## src/sv/anchored_regex_line_matcher_macros.svh

```systemverilog
// Assertion macros used by the matcher's top-level file.
`ifndef ANCHORED_REGEX_LINE_MATCHER_MACROS_SVH
`define ANCHORED_REGEX_LINE_MATCHER_MACROS_SVH

// Same-cycle implication, sampled on clk and held off during reset.
`define ARLM_ASSERT_IMPLIES(label, antecedent, consequent, msg) \
    label: assert property (@(posedge clk) disable iff (!rst_n) \
        (antecedent) |-> (consequent)) else $error(msg);

// Next-cycle implication, sampled on clk and held off during reset.
`define ARLM_ASSERT_NEXT(label, antecedent, consequent, msg) \
    label: assert property (@(posedge clk) disable iff (!rst_n) \
        (antecedent) |=> (consequent)) else $error(msg);

`endif

```

## src/sv/arlm_pkg.sv

```systemverilog
package arlm_pkg;

    // Pattern special characters.
    localparam logic [7:0] CH_ANY  = 8'h2E;
    localparam logic [7:0] CH_STAR = 8'h2A;
    localparam logic [7:0] CH_EOL  = 8'h24;
    localparam logic [7:0] CH_NUL  = 8'h00;

    // Pattern storage and sizing.
    localparam int PATTERN_MAX_DEFAULT = 16;
    localparam int NUM_PATTERN_WORDS   = 4;
    localparam int BYTE_W              = 8;
    localparam int PATTERN_LENGTH_W    = 5;

    // Configuration port.
    localparam int CFG_INDEX_W = 3;
    localparam int CFG_DATA_W  = 32;

    localparam logic [CFG_INDEX_W-1:0] REG_PATTERN_WORD_0 = 3'd0;
    localparam logic [CFG_INDEX_W-1:0] REG_PATTERN_WORD_1 = 3'd1;
    localparam logic [CFG_INDEX_W-1:0] REG_PATTERN_WORD_2 = 3'd2;
    localparam logic [CFG_INDEX_W-1:0] REG_PATTERN_WORD_3 = 3'd3;
    localparam logic [CFG_INDEX_W-1:0] REG_PATTERN_LENGTH = 3'd4;

    // Result word layout.
    localparam int COUNT_W    = 16;
    localparam int OUT_DATA_W = 24;
    localparam int OUT_PAD_W  = OUT_DATA_W - 1 - COUNT_W;

    // Depth of the queue between the front and back parts.
    localparam int QUEUE_DEPTH = 2;

endpackage

```

## src/sv/arlm_front.sv

```systemverilog
module arlm_front
    import arlm_pkg::*;
#(
    parameter int PATTERN_MAX = PATTERN_MAX_DEFAULT
)
(
    input  logic                   clk,
    input  logic                   rst_n,
    // Configuration writes.
    input  logic                   cfg_wr_en,
    input  logic [CFG_INDEX_W-1:0] cfg_wr_index,
    input  logic [CFG_DATA_W-1:0]  cfg_wr_data,
    // Line input stream.
    input  logic                   s_axis_tvalid,
    output logic                   s_axis_tready,
    input  logic [BYTE_W-1:0]      s_axis_tdata,   // [7:0] line_byte
    input  logic                   s_axis_tlast,   // end_of_line
    // Classified words toward the queue: {end_of_line, per-position byte hits}.
    output logic                   push_valid,
    input  logic                   push_ready,
    output logic [PATTERN_MAX:0]   push_data,
    // Decoded pattern, shared with the back part.
    output logic [PATTERN_MAX:0]   pos_mask,
    output logic [PATTERN_MAX:0]   end_oh,
    output logic [PATTERN_MAX-1:0] star_at,
    output logic [PATTERN_MAX-1:0] anchor_at
);

    logic [CFG_DATA_W-1:0]       pattern_word_reg [NUM_PATTERN_WORDS];
    logic [PATTERN_LENGTH_W-1:0] pattern_length_reg;

    logic [BYTE_W-1:0]           pat_byte [PATTERN_MAX+1];
    logic [PATTERN_MAX:0]        in_use;
    logic [PATTERN_MAX-1:0]      byte_hit;

    // Configuration registers.
    always_ff @(posedge clk or negedge rst_n)
    begin
        if (!rst_n)
        begin
            for (int w = 0; w < NUM_PATTERN_WORDS; w++)
            begin
                pattern_word_reg[w] <= '0;
            end
            pattern_length_reg <= '0;
        end
        else if (cfg_wr_en)
        begin
            case (cfg_wr_index)
                REG_PATTERN_WORD_0: pattern_word_reg[0] <= cfg_wr_data;
                REG_PATTERN_WORD_1: pattern_word_reg[1] <= cfg_wr_data;
                REG_PATTERN_WORD_2: pattern_word_reg[2] <= cfg_wr_data;
                REG_PATTERN_WORD_3: pattern_word_reg[3] <= cfg_wr_data;
                REG_PATTERN_LENGTH:
                    pattern_length_reg <= cfg_wr_data[PATTERN_LENGTH_W-1:0];
                default: ;
            endcase
        end
    end

    // Pattern decode: a position is in use while it lies below the length and
    // no zero byte has been seen up to and including it.
    always_comb
    begin
        logic nz;
        nz = 1'b1;
        for (int i = 0; i < PATTERN_MAX; i++)
        begin
            pat_byte[i] = pattern_word_reg[2'(i >> 2)][BYTE_W*(i & 3) +: BYTE_W];
        end
        pat_byte[PATTERN_MAX] = CH_NUL;
        for (int i = 0; i < PATTERN_MAX; i++)
        begin
            nz = nz & (pat_byte[i] != CH_NUL)
                    & (pattern_length_reg > PATTERN_LENGTH_W'(i));
            in_use[i] = nz;
        end
        in_use[PATTERN_MAX] = 1'b0;

        pos_mask[0] = 1'b1;
        for (int i = 0; i < PATTERN_MAX; i++)
        begin
            pos_mask[i+1] = in_use[i];
        end
        end_oh = pos_mask & ~in_use;

        for (int i = 0; i < PATTERN_MAX; i++)
        begin
            star_at[i]   = in_use[i+1] & (pat_byte[i+1] == CH_STAR);
            anchor_at[i] = end_oh[i+1] & (pat_byte[i] == CH_EOL);
        end
    end

    // Byte classification: which pattern positions accept the incoming byte.
    always_comb
    begin
        for (int i = 0; i < PATTERN_MAX; i++)
        begin
            byte_hit[i] = (pat_byte[i] == CH_ANY) || (pat_byte[i] == s_axis_tdata);
        end
    end

    assign s_axis_tready = push_ready;
    assign push_valid    = s_axis_tvalid;
    assign push_data     = {s_axis_tlast, byte_hit};

endmodule

```

## src/sv/arlm_fifo.sv

```systemverilog
module arlm_fifo
    import arlm_pkg::*;
#(
    parameter int WIDTH = 1,
    parameter int DEPTH = QUEUE_DEPTH
)
(
    input  logic             clk,
    input  logic             rst_n,
    input  logic             push_valid,
    output logic             push_ready,
    input  logic [WIDTH-1:0] push_data,
    output logic             pop_valid,
    input  logic             pop_ready,
    output logic [WIDTH-1:0] pop_data
);

    localparam int PTR_W   = (DEPTH > 1) ? $clog2(DEPTH) : 1;
    localparam int COUNT_W = $clog2(DEPTH + 1);

    logic [WIDTH-1:0]   entry_reg [DEPTH];
    logic [PTR_W-1:0]   wr_ptr_reg;
    logic [PTR_W-1:0]   rd_ptr_reg;
    logic [COUNT_W-1:0] count_reg;

    logic do_push;
    logic do_pop;

    assign push_ready = (count_reg != COUNT_W'(DEPTH));
    assign pop_valid  = (count_reg != '0);
    assign pop_data   = entry_reg[rd_ptr_reg];
    assign do_push    = push_valid & push_ready;
    assign do_pop     = pop_valid & pop_ready;

    // Storage; words need no reset.
    always_ff @(posedge clk)
    begin
        if (do_push)
        begin
            entry_reg[wr_ptr_reg] <= push_data;
        end
    end

    // Pointers and fill level.
    always_ff @(posedge clk or negedge rst_n)
    begin
        if (!rst_n)
        begin
            wr_ptr_reg <= '0;
            rd_ptr_reg <= '0;
            count_reg  <= '0;
        end
        else
        begin
            if (do_push)
            begin
                wr_ptr_reg <= (wr_ptr_reg == PTR_W'(DEPTH - 1)) ? '0 : wr_ptr_reg + 1'b1;
            end
            if (do_pop)
            begin
                rd_ptr_reg <= (rd_ptr_reg == PTR_W'(DEPTH - 1)) ? '0 : rd_ptr_reg + 1'b1;
            end
            if (do_push && !do_pop)
            begin
                count_reg <= count_reg + 1'b1;
            end
            else if (do_pop && !do_push)
            begin
                count_reg <= count_reg - 1'b1;
            end
        end
    end

endmodule

```

## src/sv/arlm_back.sv

```systemverilog
module arlm_back
    import arlm_pkg::*;
#(
    parameter int PATTERN_MAX = PATTERN_MAX_DEFAULT
)
(
    input  logic                   clk,
    input  logic                   rst_n,
    // Classified words from the queue: {end_of_line, per-position byte hits}.
    input  logic                   q_valid,
    output logic                   q_pop,
    input  logic [PATTERN_MAX:0]   q_data,
    // Decoded pattern.
    input  logic [PATTERN_MAX:0]   pos_mask,
    input  logic [PATTERN_MAX:0]   end_oh,
    input  logic [PATTERN_MAX-1:0] star_at,
    input  logic [PATTERN_MAX-1:0] anchor_at,
    // Result stream.
    output logic                   m_axis_tvalid,
    input  logic                   m_axis_tready,
    output logic [OUT_DATA_W-1:0]  m_axis_tdata    // [0] line_matched, [16:1] matching_lines
);

    logic [PATTERN_MAX:0] active_reg;
    logic                 prefix_reg;
    logic                 check_reg;
    logic [COUNT_W-1:0]   count_reg;
    logic                 out_valid_reg;
    logic                 out_matched_reg;
    logic [COUNT_W-1:0]   out_count_reg;

    logic                   q_eol;
    logic [PATTERN_MAX-1:0] byte_hit;
    logic [PATTERN_MAX:0]   in_use;
    logic [PATTERN_MAX:0]   clo;
    logic [PATTERN_MAX:0]   active_next;
    logic                   end_hit;
    logic                   prefix_now;
    logic                   anchor_hit;
    logic                   line_match;
    logic [COUNT_W-1:0]     count_next;

    assign q_eol    = q_data[PATTERN_MAX];
    assign byte_hit = q_data[PATTERN_MAX-1:0];
    assign in_use   = pos_mask & ~end_oh;

    // Closure: an active star token may also be skipped over.
    always_comb
    begin
        clo = active_reg & pos_mask;
        for (int i = 0; i + 2 <= PATTERN_MAX; i++)
        begin
            clo[i+2] = clo[i+2] | (clo[i] & star_at[i]);
        end
    end

    assign end_hit    = |(clo & end_oh);
    assign prefix_now = prefix_reg | end_hit;
    assign anchor_hit = |(clo[PATTERN_MAX-1:0] & anchor_at);
    assign line_match = prefix_now | anchor_hit;
    assign count_next = (line_match && (count_reg != '1)) ? count_reg + 1'b1 : count_reg;

    // Byte step: a star token loops on itself and hides the star position
    // behind it, a final dollar takes no byte, any other position advances.
    always_comb
    begin
        logic skip;
        logic proc;
        skip        = 1'b0;
        proc        = 1'b0;
        active_next = '0;
        for (int i = 0; i < PATTERN_MAX; i++)
        begin
            proc = clo[i] & in_use[i] & ~skip;
            if (proc && star_at[i])
            begin
                active_next[i] = active_next[i] | byte_hit[i];
            end
            else if (proc && !anchor_at[i])
            begin
                active_next[i+1] = active_next[i+1] | byte_hit[i];
            end
            skip = proc & star_at[i];
        end
    end

    // An end word waits for the output register; byte words never wait.
    assign q_pop = q_valid && (!q_eol || !out_valid_reg || m_axis_tready);

    // Line state and match counter.
    always_ff @(posedge clk or negedge rst_n)
    begin
        if (!rst_n)
        begin
            active_reg <= (PATTERN_MAX+1)'(1);
            prefix_reg <= 1'b0;
            check_reg  <= 1'b0;
            count_reg  <= '0;
        end
        else if (q_pop && q_eol)
        begin
            active_reg <= (PATTERN_MAX+1)'(1);
            prefix_reg <= 1'b0;
            check_reg  <= 1'b0;
            count_reg  <= count_next;
        end
        else if (q_pop)
        begin
            active_reg <= active_next;
            prefix_reg <= prefix_now;
            check_reg  <= 1'b1;
        end
        else if (check_reg)
        begin
            // Settle the end-of-pattern check for the last byte.
            prefix_reg <= prefix_now;
            check_reg  <= 1'b0;
        end
    end

    // Output register.
    always_ff @(posedge clk or negedge rst_n)
    begin
        if (!rst_n)
        begin
            out_valid_reg <= 1'b0;
        end
        else if (q_pop && q_eol)
        begin
            out_valid_reg <= 1'b1;
        end
        else if (m_axis_tready)
        begin
            out_valid_reg <= 1'b0;
        end
    end

    always_ff @(posedge clk)
    begin
        if (q_pop && q_eol)
        begin
            out_matched_reg <= line_match;
            out_count_reg   <= count_next;
        end
    end

    assign m_axis_tvalid = out_valid_reg;
    assign m_axis_tdata  = {{OUT_PAD_W{1'b0}}, out_count_reg, out_matched_reg};

endmodule

```

## src/sv/anchored_regex_line_matcher.sv

```systemverilog
// Channel    | Handshake                    | Words
// -----------+------------------------------+--------------------------------------
// line in    | s_axis_tvalid/s_axis_tready  | tdata[7:0] line byte, tlast end of line
// result out | m_axis_tvalid/m_axis_tready  | tdata[0] matched, tdata[16:1] count
// config     | cfg_wr_en (no wait)          | cfg_wr_index, cfg_wr_data
//
// One word is accepted per cycle while the queue has room; the front classifies
// the byte against all pattern positions in the cycle it is accepted and pushes
// the word into the queue, from whose head the back pops it to update the position
// set or, for an end word, to load the result register.
// Reset clears the pattern, the line state and the count; there is no clear pass.
// A stalled result holds back only end words; behind a held end word the two-word queue takes one more word.
`include "anchored_regex_line_matcher_macros.svh"

module anchored_regex_line_matcher
    import arlm_pkg::*;
#(
    parameter int PATTERN_MAX = PATTERN_MAX_DEFAULT
)
(
    input  logic                   clk,
    input  logic                   rst_n,
    input  logic                   cfg_wr_en,
    input  logic [CFG_INDEX_W-1:0] cfg_wr_index,
    input  logic [CFG_DATA_W-1:0]  cfg_wr_data,
    input  logic                   s_axis_tvalid,
    output logic                   s_axis_tready,
    input  logic [BYTE_W-1:0]      s_axis_tdata,   // [7:0] line_byte
    input  logic                   s_axis_tlast,   // end_of_line
    output logic                   m_axis_tvalid,
    input  logic                   m_axis_tready,
    output logic [OUT_DATA_W-1:0]  m_axis_tdata    // [0] line_matched, [16:1] matching_lines
);

    logic                   push_valid;
    logic                   push_ready;
    logic [PATTERN_MAX:0]   push_data;
    logic                   q_valid;
    logic                   q_pop;
    logic [PATTERN_MAX:0]   q_data;
    logic [PATTERN_MAX:0]   pos_mask;
    logic [PATTERN_MAX:0]   end_oh;
    logic [PATTERN_MAX-1:0] star_at;
    logic [PATTERN_MAX-1:0] anchor_at;

    // Front: configuration, pattern decode and byte classification.
    arlm_front #(
        .PATTERN_MAX (PATTERN_MAX)
    ) u_front (
        .clk           (clk),
        .rst_n         (rst_n),
        .cfg_wr_en     (cfg_wr_en),
        .cfg_wr_index  (cfg_wr_index),
        .cfg_wr_data   (cfg_wr_data),
        .s_axis_tvalid (s_axis_tvalid),
        .s_axis_tready (s_axis_tready),
        .s_axis_tdata  (s_axis_tdata),
        .s_axis_tlast  (s_axis_tlast),
        .push_valid    (push_valid),
        .push_ready    (push_ready),
        .push_data     (push_data),
        .pos_mask      (pos_mask),
        .end_oh        (end_oh),
        .star_at       (star_at),
        .anchor_at     (anchor_at)
    );

    // Queue between the two parts.
    arlm_fifo #(
        .WIDTH (PATTERN_MAX + 1),
        .DEPTH (QUEUE_DEPTH)
    ) u_fifo (
        .clk        (clk),
        .rst_n      (rst_n),
        .push_valid (push_valid),
        .push_ready (push_ready),
        .push_data  (push_data),
        .pop_valid  (q_valid),
        .pop_ready  (q_pop),
        .pop_data   (q_data)
    );

    // Back: position-set update, counter and result register.
    arlm_back #(
        .PATTERN_MAX (PATTERN_MAX)
    ) u_back (
        .clk           (clk),
        .rst_n         (rst_n),
        .q_valid       (q_valid),
        .q_pop         (q_pop),
        .q_data        (q_data),
        .pos_mask      (pos_mask),
        .end_oh        (end_oh),
        .star_at       (star_at),
        .anchor_at     (anchor_at),
        .m_axis_tvalid (m_axis_tvalid),
        .m_axis_tready (m_axis_tready),
        .m_axis_tdata  (m_axis_tdata)
    );

    // A full queue always has a word at its head for the back part.
    `ARLM_ASSERT_IMPLIES(a_full_queue_has_head, !s_axis_tready, q_valid, "queue full but empty head")

    // A matching line has been counted, so the count is never zero.
    `ARLM_ASSERT_IMPLIES(a_match_counted, m_axis_tvalid && m_axis_tdata[0], m_axis_tdata[COUNT_W:1] != '0, "matched line with zero count")

    // The count of matching lines never goes down from one result to the next.
    `ARLM_ASSERT_NEXT(a_count_monotonic, m_axis_tvalid && m_axis_tready, !m_axis_tvalid || (m_axis_tdata[COUNT_W:1] >= $past(m_axis_tdata[COUNT_W:1])), "match count decreased")

endmodule
```

## config.mk

```make
export PLATFORM = sky130hd
export DESIGN_NAME = anchored_regex_line_matcher
export DESIGN_NICKNAME = d
export VERILOG_FILES = /design/src/sv/arlm_pkg.sv /design/src/sv/arlm_front.sv /design/src/sv/arlm_fifo.sv /design/src/sv/arlm_back.sv /design/src/sv/anchored_regex_line_matcher.sv
export VERILOG_INCLUDE_DIRS = /design/src /design/src/sv
export SDC_FILE = /design/constraint.sdc
export NUM_CORES = 1
export LEC_CHECK = 0
export BUFFER_PORTS_ARGS = -buffer_cell sky130_fd_sc_hd__buf_2
export CAP_MARGIN = 10
export CORE_ASPECT_RATIO = 0.5
export CORE_MARGIN = 10
export CORE_UTILIZATION = 25
export DETAILED_ROUTE_END_ITERATION = 7
export MAX_ROUTING_LAYER = met4
export SLEW_MARGIN = 20
export SYNTH_ARGS = -nofsm -noshare
export SYNTH_HDL_FRONTEND = slang
export SYNTH_SLANG_ARGS = --single-unit
```

## constraint.sdc

```tcl
create_clock -name clk -period 4 [get_ports clk]
set_clock_uncertainty 0.1 [all_clocks]
set_input_delay 0.6 -clock clk [delete_from_list [all_inputs] [get_ports clk]]
set_output_delay 0.6 -clock clk [all_outputs]
set_load 0.01 [all_outputs]
```

==> impl_metrics.env, run 1 <==
export IMPL_io_buffer_count=67
export IMPL_worst_slew_pin_slew_ps=913.9
export IMPL_htree_levels=4
export IMPL_die_height_um=139.9
export IMPL_rr_startpoint="u_front.pat_byte[113]$_DFFE_PN0P_"
export IMPL_max_cap_violations=0
export IMPL_synth_edf_count=35
export IMPL_fin_nets=746
export IMPL_fmax_mhz=275.9
export IMPL_path_class="reg2reg"
export IMPL_grt_start_max_net_pins=83
export IMPL_drive_above_1_share_pct=27.76
export IMPL_grt_pass1_wl_um=30100
export IMPL_clock_sinks=136
export IMPL_cts_clk_slew_worst_paths_ps=60
export IMPL_yosys_area_top_type_share_pct=34.81
export IMPL_ys_warn_count=0
export IMPL_r2r_end="u_back.count_reg[9]$_DFFE_PN0P_"
export IMPL_insertion_delay_ps=420
export IMPL_core_um2=28030
export IMPL_endpoint="u_back.count_reg[9]$_DFFE_PN0P_"
export IMPL_start_util_pct=25.64
export IMPL_synth_top_cell_by_area="dfrtp_1"
export IMPL_reg2reg_depth=10
export IMPL_drc=0
export IMPL_synthFlopType="dfrtp_1"
export IMPL_crit_required_ps=4200
export IMPL_grt_use_total_pct=10.73
export IMPL_ir_drop_uv=205.5
export IMPL_status="complete, no violations"
export IMPL_crit_path_end_kind="flop"
export IMPL_dpl_hpwl_um=14110
export IMPL_worst_path_max_fanout=13
export IMPL_async_reset_ff_share_pct=74.26
export IMPL_drtIter0Drc=357
export IMPL_crit_start="u_front.pat_byte[113]$_DFFE_PN0P_"
export IMPL_cts_tree="done"
export IMPL_die_w_um=259.8
export IMPL_rows=43
export IMPL_arrival_ps=3820
export IMPL_hold_path_class="in2async"
export IMPL_drt_pass1_iterations=5
export IMPL_slew_headroom_pct=38.85
export IMPL_ys_seq_elements=136
export IMPL_antenna_left=0
export IMPL_area_delta_synth_final_pct=19.51
export IMPL_synthDistinctLibCells=67
export IMPL_routedWlPerCell_um=17.34
export IMPL_synth_commonest_cells="dfrtp_1, xnor2_1, mux2_2"
export IMPL_fp_dieArea_um2=36350
export IMPL_vias=5242
export IMPL_p_leak_nw=3.345
export IMPL_synth_cells=620
export IMPL_synth_avg_cell_area_um2=11.59
export IMPL_setup_viol=0
export IMPL_io_pins=75
export IMPL_powerDensity_nw_per_um2=593.3
export IMPL_synth_most_common_cell="dfrtp_1"
export IMPL_setup_tns_ps=0
export IMPL_routed_wl_um=18910
export IMPL_period_minus_slack_ps=3625
export IMPL_cts_buffers=17
export IMPL_post_route_period_util_pct=90.62
export IMPL_largest_reg_flops=64
export IMPL_antenna_found_initial=2
export IMPL_synthTopCellsByArea="dfrtp_1, edfxtp_1, mux2_2, xnor2_1, nand3_1"
export IMPL_grt_remaining_overflow=0
export IMPL_holdWs_ps=137.5
export IMPL_slew_violations=0
export IMPL_globalplace_congestion=0.8921
export IMPL_power_mw=5.097
export IMPL_final_hold_violation_count=0
export IMPL_netlist_area_um2=7188
export IMPL_grt_pass1_vias=5383
export IMPL_rsz0062_at_grt="false"
export IMPL_ys_seq_area_share_pct=49.80
export IMPL_root_buffer="clkbuf_16"
export IMPL_clk_path_buf_depth=2
export IMPL_viasPerCell=4.809
export IMPL_start_kind="flop"
export IMPL_r2r_slack_ps=380
[report_power, final]
group          internal (mW)  switching [mW]
logic                  0.619           0.757
clock network           1.02           0.558
registers               1.82           0.330
total                   3.45            1.65
[worst min-delay path by stage]
stage / slack [ps] / endpoint / start / depth (start not counted)
6_report: 140 / u_front.pat_byte[103]$_DFFE_PN0P_ / rst_n / 1
5_1_grt: 190 / u_front.pat_byte[100]$_DFFE_PN0P_ / rst_n / 1
4_1_cts: 250 / u_fifo.entry_reg[1][8]$_DFFE_PP_ / s_axis_tlast / 1
3_5_place_dp: 390 / u_back.active_reg[5]$_DFFE_PN0P_ / u_back.active_reg[5]$_DFFE_PN0P_ / 2
3_3_place_gp: 380 / u_fifo.wr_ptr_reg$_DFFE_PN0P_ / u_fifo.wr_ptr_reg$_DFFE_PN0P_ / 1
2_1_floorplan: 200 / u_back.active_reg[1]$_DFFE_PN0P_ / rst_n / 0
[kinds of logic (layout without fill, tap and decap cells)]
group | Yosys count | in the layout | share of synthesized area (%)
simple gates | 207 | 207 | 16.29
flops | 136 | 136 | 49.80
xor+xnor | 95 | 95 | 11.58
mux | 84 | 84 | 13.05
compound gates | 61 | 61 | 6.545
buf+inv | 34 | 114 | 2.332
fa+ha+maj | 2 | 2 | 0.3481
other cells | 1 | 9 | 0.05217
[area by class of cell]
class	instances	area (um2)
clock inverter	2	60.06
fill	2859	19440
antenna	2	5.005
sequential	136	3580
multi-input combinational	456	3486
timing repair buffer	80	439.2
tap	382	478.0
inverter	4	15.01
clock buffer	28	528.0
[repair_timing]
item                                   in CTS  in global routing
setup endpoints to repair                   0                  1
gates resized for setup                     0                  1
endpoints found under the hold margin       0                  0
hold buffers                                0                  0
buffers inserted                            0                  0
[cells in the final DEF, fill, tap and decap left out, types with 3 or more instances in the layout]
| master | instances |
|---|---|
| xnor2_1 | 85 |
| buf_2 | 66 |
| o21a_1 | 3 |
| nor3_1 | 13 |
| mux2_2 | 73 |
| nor3b_1 | 3 |
| nor2b_1 | 4 |
| nand4_1 | 23 |
| and3_1 | 20 |
| dfrtp_1 | 100 |
| o22ai_1 | 7 |
| buf_4 | 13 |
| o21ai_0 | 5 |
| and2_1 | 4 |
| nor4_2 | 3 |
| o211ai_1 | 4 |
| mux2_1 | 5 |
| nand2_1 | 32 |
| conb_1 | 7 |
| nor4_1 | 16 |
| nand2b_1 | 5 |
| or3_1 | 6 |
| edfxtp_1 | 35 |
| mux2i_1 | 6 |
| a21o_1 | 3 |
| a22oi_1 | 4 |
| clkbuf_8 | 4 |
| inv_1 | 4 |
| nand3_1 | 43 |
| a22o_1 | 3 |
| clkbuf_1 | 6 |
| xor2_1 | 10 |
| a21oi_1 | 8 |
| nor2_1 | 16 |
| clkbuf_16 | 18 |
[routing by layer]
metal  wire [um]  track usage (%)  vias up
li1            -                -     2439
met2        9225            16.99      110
met3         857            2.725       28
met1        8463            13.01     2665
met5           0                -        -
met4         359            3.949        0
[through the flow]
| stage | std cells | util [%] | cell area [um2] | setup WS [ps] |
|---|---|---|---|---|
| after floorplan | 626 | - | 7211 | 963.3 |
| after global placement | 1058 | 28.47 | 7981 | 376.6 |
| after detailed placement | 1058 | 28.50 | 7988 | 378.4 |
| after CTS | 1088 | 30.59 | 8576 | 356.4 |
| after global routing | 1090 | 30.65 | 8591 | 96.41 |
| final | 1090 | 30.65 | 8591 | 375.1 |
[worst max-delay path: stages, from the launching register on]
cell and delay [ps]:
dfrtp_1 460, nor4_1 440, a22oi_1 270, and3_1 290
a31o_2 290, a31o_1 260, a221oi_2 320, nand4_2 370
buf_4 310, nand3_1 80, mux2_1 320
Power figures use the tool's default switching activity.
==> run 2, diff against run 1 <==
==> constraint.sdc (replaced) <==
create_clock -name clk -period 4 [get_ports clk]
set_clock_uncertainty 0.1 [all_clocks]
set_input_delay 0.8 -clock clk [delete_from_list [all_inputs] [get_ports clk]]
set_output_delay 0.8 -clock clk [all_outputs]
set_load 0.01 [all_outputs]
==> run 2 against run 1 <==
  * Combinational power about the same
  * Setup slack got worse by 33 ps
  * Worst hold slack improved by 130 ps
  * Critical path type unchanged
  * Highest routed layer unchanged
==> impl_metrics.env, run 2 (synthesized netlist as in run 1, its figures left out) <==
export IMPL_core_um2=28030
export IMPL_antenna_left=0
export IMPL_fmax_mhz=273.4
export IMPL_rr_startpoint="u_front.pat_byte[106]$_DFFE_PN0P_"
export IMPL_dpl_cell_count=1058
export IMPL_cts_tree="done"
export IMPL_final_common_cell="dfrtp_1"
export IMPL_fp_dieArea_um2=36350
export IMPL_viasPerCell=4.786
export IMPL_post_route_period_util_pct=91.45
export IMPL_routedWlPerCell_um=17.03
export IMPL_crit_path_end_kind="flop"
export IMPL_fin_nets=746
export IMPL_die_height_um=139.9
export IMPL_cp_slowest_cell="nor4_1"
export IMPL_path_class="reg2reg"
export IMPL_drtIter0Drc=363
export IMPL_power_mw=5.099
export IMPL_drive_above_1_share_pct=28.11
export IMPL_start_util_pct=25.64
export IMPL_mostFrequentLayoutCells="dfrtp_1, xnor2_1, mux2_2"
export IMPL_hold_path_class="in2async"
export IMPL_grt_remaining_overflow=0
export IMPL_grt_pass1_wl_um=30130
export IMPL_setup_viol=0
export IMPL_arrival_ps=3860
export IMPL_dpl_hpwl_um=13940
export IMPL_area_delta_synth_final_pct=19.74
export IMPL_grt_start_max_net_pins=58
export IMPL_drc=0
export IMPL_status="complete, no violations"
export IMPL_crit_required_ps=4200
export IMPL_antenna_found_initial=2
export IMPL_io_buffer_count=67
export IMPL_root_buffer="clkbuf_16"
export IMPL_cts_buffers=17
export IMPL_powerDensity_nw_per_um2=592.4
export IMPL_clk_path_buf_depth=2
export IMPL_period_minus_slack_ps=3658
export IMPL_ir_drop_uv=215.6
export IMPL_start_kind="flop"
export IMPL_worstPathBufferInverterCount=1
export IMPL_largest_reg_flops=64
export IMPL_final_cells=1092
export IMPL_setup_tns_ps=0
export IMPL_crit_start="u_front.pat_byte[106]$_DFFE_PN0P_"
export IMPL_grt_use_total_pct=10.72
export IMPL_post_cts_buffers=0
export IMPL_slowest_delay_ps=600
export IMPL_insertion_delay_ps=430
export IMPL_critPathTopFamily="simple AND/OR/NAND/NOR gates"
export IMPL_cts_clk_slew_worst_paths_ps=60
export IMPL_clock_sinks=136
export IMPL_grt_pass1_vias=5414
export IMPL_worst_slew_pin_slew_ps=946.7
export IMPL_globalplace_congestion=0.8924
export IMPL_drt_pass1_iterations=5
export IMPL_ctsResizeCount=0
export IMPL_routed_wl_um=18600
export IMPL_htree_levels=4
export IMPL_die_w_um=259.8
export IMPL_slew_violations=0
export IMPL_rows=43
export IMPL_cts_hold_buffers=0
export IMPL_crit_chain="nor4_1 -> nand3_1 -> o21ba_2 -> nor4_1 -> o21a_1 -> nand2_1 -> nand4_2 -> buf_4 -> nand3_1 -> mux2_1"
export IMPL_slew_headroom_pct=36.66
export IMPL_rsz0062_at_grt="false"
export IMPL_p_leak_nw=3.356
export IMPL_final_hold_violation_count=0
export IMPL_io_pins=75
export IMPL_vias=5226
export IMPL_worst_path_max_fanout=17
export IMPL_max_cap_violations=0
==> run 2: changes by cell type in the layout (fill, tap and decap cells not counted), moves of 2 or more <==
cell	change
clkbuf_8	-3
clkbuf_1	-3
clkinv_4	+3
clkinv_2	+2
clkbuf_16	+2
==> run 2: path summary, 6_finish.rpt <==
kind / endpoint / slack, ps / cells past startpoint
setup / recovery: u_back.count_reg[9]$_DFFE_PN0P_ / 340 / 10
hold / removal: u_front.pat_byte[94]$_DFFE_PN0P_ / 270 / 1
setup reg to reg: u_back.count_reg[9]$_DFFE_PN0P_ / 340 / 10
hold reg to reg: u_fifo.wr_ptr_reg$_DFFE_PN0P_ / 390 / 1
max in group asynchronous: u_back.active_reg[0]$_DFFE_PN1P_ / 2770 / 2
min in group clk: u_fifo.wr_ptr_reg$_DFFE_PN0P_ / 390 / 1
==> run 2: per-stage QoR <==
| step | util (%) | hold slack [ps] | cell area (um2) | worst slack [ps] |
|---|---|---|---|---|
| floorplan | - | 347.3 | 7211 | 963.3 |
| global placement | 28.52 | 375.1 | 7994 | 376.3 |
| detailed placement | 28.52 | 377.2 | 7994 | 389.1 |
| CTS | 30.69 | 279.3 | 8602 | 371.2 |
| global route | 30.71 | 303.5 | 8607 | 67.56 |
| finish | 30.71 | 266.6 | 8607 | 342.0 |
==> run 2: area by class of cell <==
| cell class | count | area [um2] |
|---|---|---|
| tap | 382 | 478.0 |
| timing repair buffer | 80 | 447.9 |
| fill | 2834 | 19420 |
| clock inverter | 8 | 82.58 |
| sequential | 136 | 3580 |
| antenna | 2 | 5.005 |
| clock buffer | 24 | 525.5 |
| inverter | 4 | 15.01 |
| multi-input combinational | 456 | 3473 |
==> run 2: routing by layer <==
metal	track usage, %	vias to the layer above	routed length (um)
met2	17.50	113	9230
met5	-	-	0
met3	2.636	20	865
met4	3.734	0	219
li1	-	2442	-
met1	12.73	2651	8280
==> run 2: worst register-to-register path, delay by kind of cell (launching register included) <==
kind,cells,cell delay (ps)
buffers and inverters,1,260
AOI/OAI and AO/OA,2,610
muxes,1,330
DFF,1,430
and+or+nand+nor,6,1800
==> run 2: power breakdown <==
part / switching [mW] / internal, mW / total [mW] / leakage [nW]
registers: 0.325 / 1.82 / 2.14 / 1.59
clock network: 0.600 / 0.985 / 1.59 / 0.296
logic: 0.752 / 0.621 / 1.37 / 1.47
total: 1.68 / 3.42 / 5.10 / 3.36
==> run 3, diff against run 2 <==
--- a/config.mk
+++ b/config.mk
@@ -10,7 +10,7 @@
 export CAP_MARGIN = 10
 export CORE_ASPECT_RATIO = 0.5
 export CORE_MARGIN = 10
-export CORE_UTILIZATION = 25
+export CORE_UTILIZATION = 40
 export DETAILED_ROUTE_END_ITERATION = 7
 export MAX_ROUTING_LAYER = met4
 export SLEW_MARGIN = 20
==> run 3 against run 2 <==
  * Sequential power about the same
  * Sequential cell count is the same
  * Critical path depth is the same
  * Utilization is 18 points higher
  * Global-route usage is 5.6 points higher
  * Combinational power about the same
  * Final cell count shrank 14%
  * Routed wire length grew 0.23%
==> impl_metrics.env, run 3 (synthesized netlist as in run 1, its figures left out) <==
export IMPL_status="complete, no violations"
export IMPL_die_w_um=209.6
export IMPL_cp_slowest_cell="dfrtp_1"
export IMPL_grt_start_max_net_pins=60
export IMPL_setup_tns_ps=0
export IMPL_slowest_delay_ps=440
export IMPL_mostFrequentLayoutCells="dfrtp_1, xnor2_1, mux2_2"
export IMPL_drc=0
export IMPL_drt_pass1_iterations=7
export IMPL_rows=34
export IMPL_clock_sinks=136
export IMPL_routedWlPerCell_um=19.74
export IMPL_dpl_hpwl_um=13840
export IMPL_path_class="reg2reg"
export IMPL_setup_viol=0
export IMPL_cts_tree="done"
export IMPL_final_hold_violation_count=0
export IMPL_drive_above_1_share_pct=28.31
export IMPL_crit_path_end_kind="flop"
export IMPL_root_buffer="clkbuf_16"
export IMPL_slew_violations=0
export IMPL_fmax_mhz=280.8
export IMPL_final_common_cell="dfrtp_1"
export IMPL_clk_path_buf_depth=2
export IMPL_grt_remaining_overflow=0
export IMPL_powerDensity_nw_per_um2=621.5
export IMPL_cts_clk_slew_worst_paths_ps=60
export IMPL_rsz0062_at_grt="false"
export IMPL_globalplace_congestion=0.9115
export IMPL_period_minus_slack_ps=3562
export IMPL_largest_reg_flops=64
export IMPL_antenna_left=0
export IMPL_start_util_pct=41.11
export IMPL_io_pins=75
export IMPL_worst_slew_pin_slew_ps=975.7
export IMPL_diodes=0
export IMPL_vias=5174
export IMPL_cts_buffers=17
export IMPL_post_cts_buffers=0
export IMPL_start_kind="flop"
export IMPL_io_buffer_count=67
export IMPL_fin_nets=748
export IMPL_antenna_found_initial=0
export IMPL_slew_headroom_pct=34.71
export IMPL_insertion_delay_ps=420
export IMPL_crit_chain="nor4_1 -> a22oi_1 -> and3_1 -> a31o_2 -> a31o_1 -> a221oi_2 -> nand4_4 -> buf_4 -> nand3_1 -> mux2_1"
export IMPL_max_cap_violations=0
export IMPL_drtIter0Drc=361
export IMPL_ir_drop_uv=304.9
export IMPL_hold_path_class="in2async"
export IMPL_post_route_period_util_pct=89.04
export IMPL_cts_hold_buffers=0
export IMPL_die_height_um=114.8
export IMPL_routed_wl_um=18640
export IMPL_viasPerCell=5.481
export IMPL_arrival_ps=3760
export IMPL_grt_pass1_wl_um=30080
export IMPL_p_leak_nw=3.386
export IMPL_grt_use_total_pct=16.32
export IMPL_grt_pass1_vias=5213
export IMPL_final_util_pct=48.51
export IMPL_htree_levels=4
export IMPL_fp_dieArea_um2=24060
export IMPL_worst_path_max_fanout=18
export IMPL_core_um2=17480
export IMPL_crit_required_ps=4200
export IMPL_area_delta_synth_final_pct=18.00
-- run 3: cell count changes in the layout (fill, tap and decap cells not counted) --
cell,change
bufinv_16,+5
diode_2,-2
clkinv_1,+4
nand4_2,-1
clkbuf_1,-3
buf_12,-1
nor4_1,-1
clkbuf_16,-3
buf_4,+3
nor4_2,+1
nand4_4,+1
clkinv_4,-2
clkbuf_8,-1
-- run 3: power by group --
group | internal (mW) | switching (mW)
clock network | 1.16 | 0.589
registers | 1.82 | 0.326
logic | 0.625 | 0.755
-- run 3: path summary, 6_finish.rpt --
check,start,endpoint,slack [ps],depth (start not counted)
worst max-delay path,u_front.pat_byte[113]$_DFFE_PN0P_,u_back.count_reg[8]$_DFFE_PN0P_,440,10
worst min-delay path,rst_n,u_front.pat_byte[96]$_DFFE_PN0P_,360,1
worst max register to register,u_front.pat_byte[113]$_DFFE_PN0P_,u_back.count_reg[8]$_DFFE_PN0P_,440,10
worst min register to register,u_fifo.wr_ptr_reg$_DFFE_PN0P_,u_fifo.wr_ptr_reg$_DFFE_PN0P_,400,1
max in group asynchronous,rst_n,u_back.count_reg[0]$_DFFE_PN0P_,2640,2
min in group clk,u_fifo.wr_ptr_reg$_DFFE_PN0P_,u_fifo.wr_ptr_reg$_DFFE_PN0P_,400,1
-- run 3: worst max-delay path, delay by kind of cell (launching register included) --
family | cells | cell delay [ps]
multiplexers | 1 | 320
AND/OR/NAND/NOR | 4 | 1100
AO/OA/AOI/OAI | 4 | 1190
flip-flops | 1 | 440
buffers and inverters | 1 | 280
-- run 3: cell type report --
type                    count  area [um2]
multi-input cells         456        3488
fillers                  1619        9002
clock inverters            15       230.2
clock buffers              17       425.4
inverters                   4       15.01
well taps                 234       292.8
repair buffers             82       450.4
flip-flops and latches    136        3580
-- run 3: through the flow --
step                      total power, mW  cells  hold WS, ps  worst slack, ps  area, um2
final                               5.271    944        362.2            438.3       8482
after global routing                5.562    944        422.3            173.7       8482
after CTS                           5.311    944        382.6            302.7       8467
after detailed placement            3.542    912        387.6            326.3       7811
after global placement              3.512    912        374.4            361.0       7811
after floorplan                     3.053    626        347.3            963.3       7211
-- run 3: timing repair --
item                       CTS  global route
setup endpoints to repair    0             4
resized for setup            0             2
hold endpoints to repair     0             0
-- run 3: layer usage --
metal | GRT usage (%) | vias up | wire [um]
met5 | - | - | 0
met4 | 4.478 | 0 | 240
met3 | 3.221 | 18 | 871
met2 | 23.38 | 117 | 8018
met1 | 22.94 | 2599 | 9510
li1 | - | 2440 | -
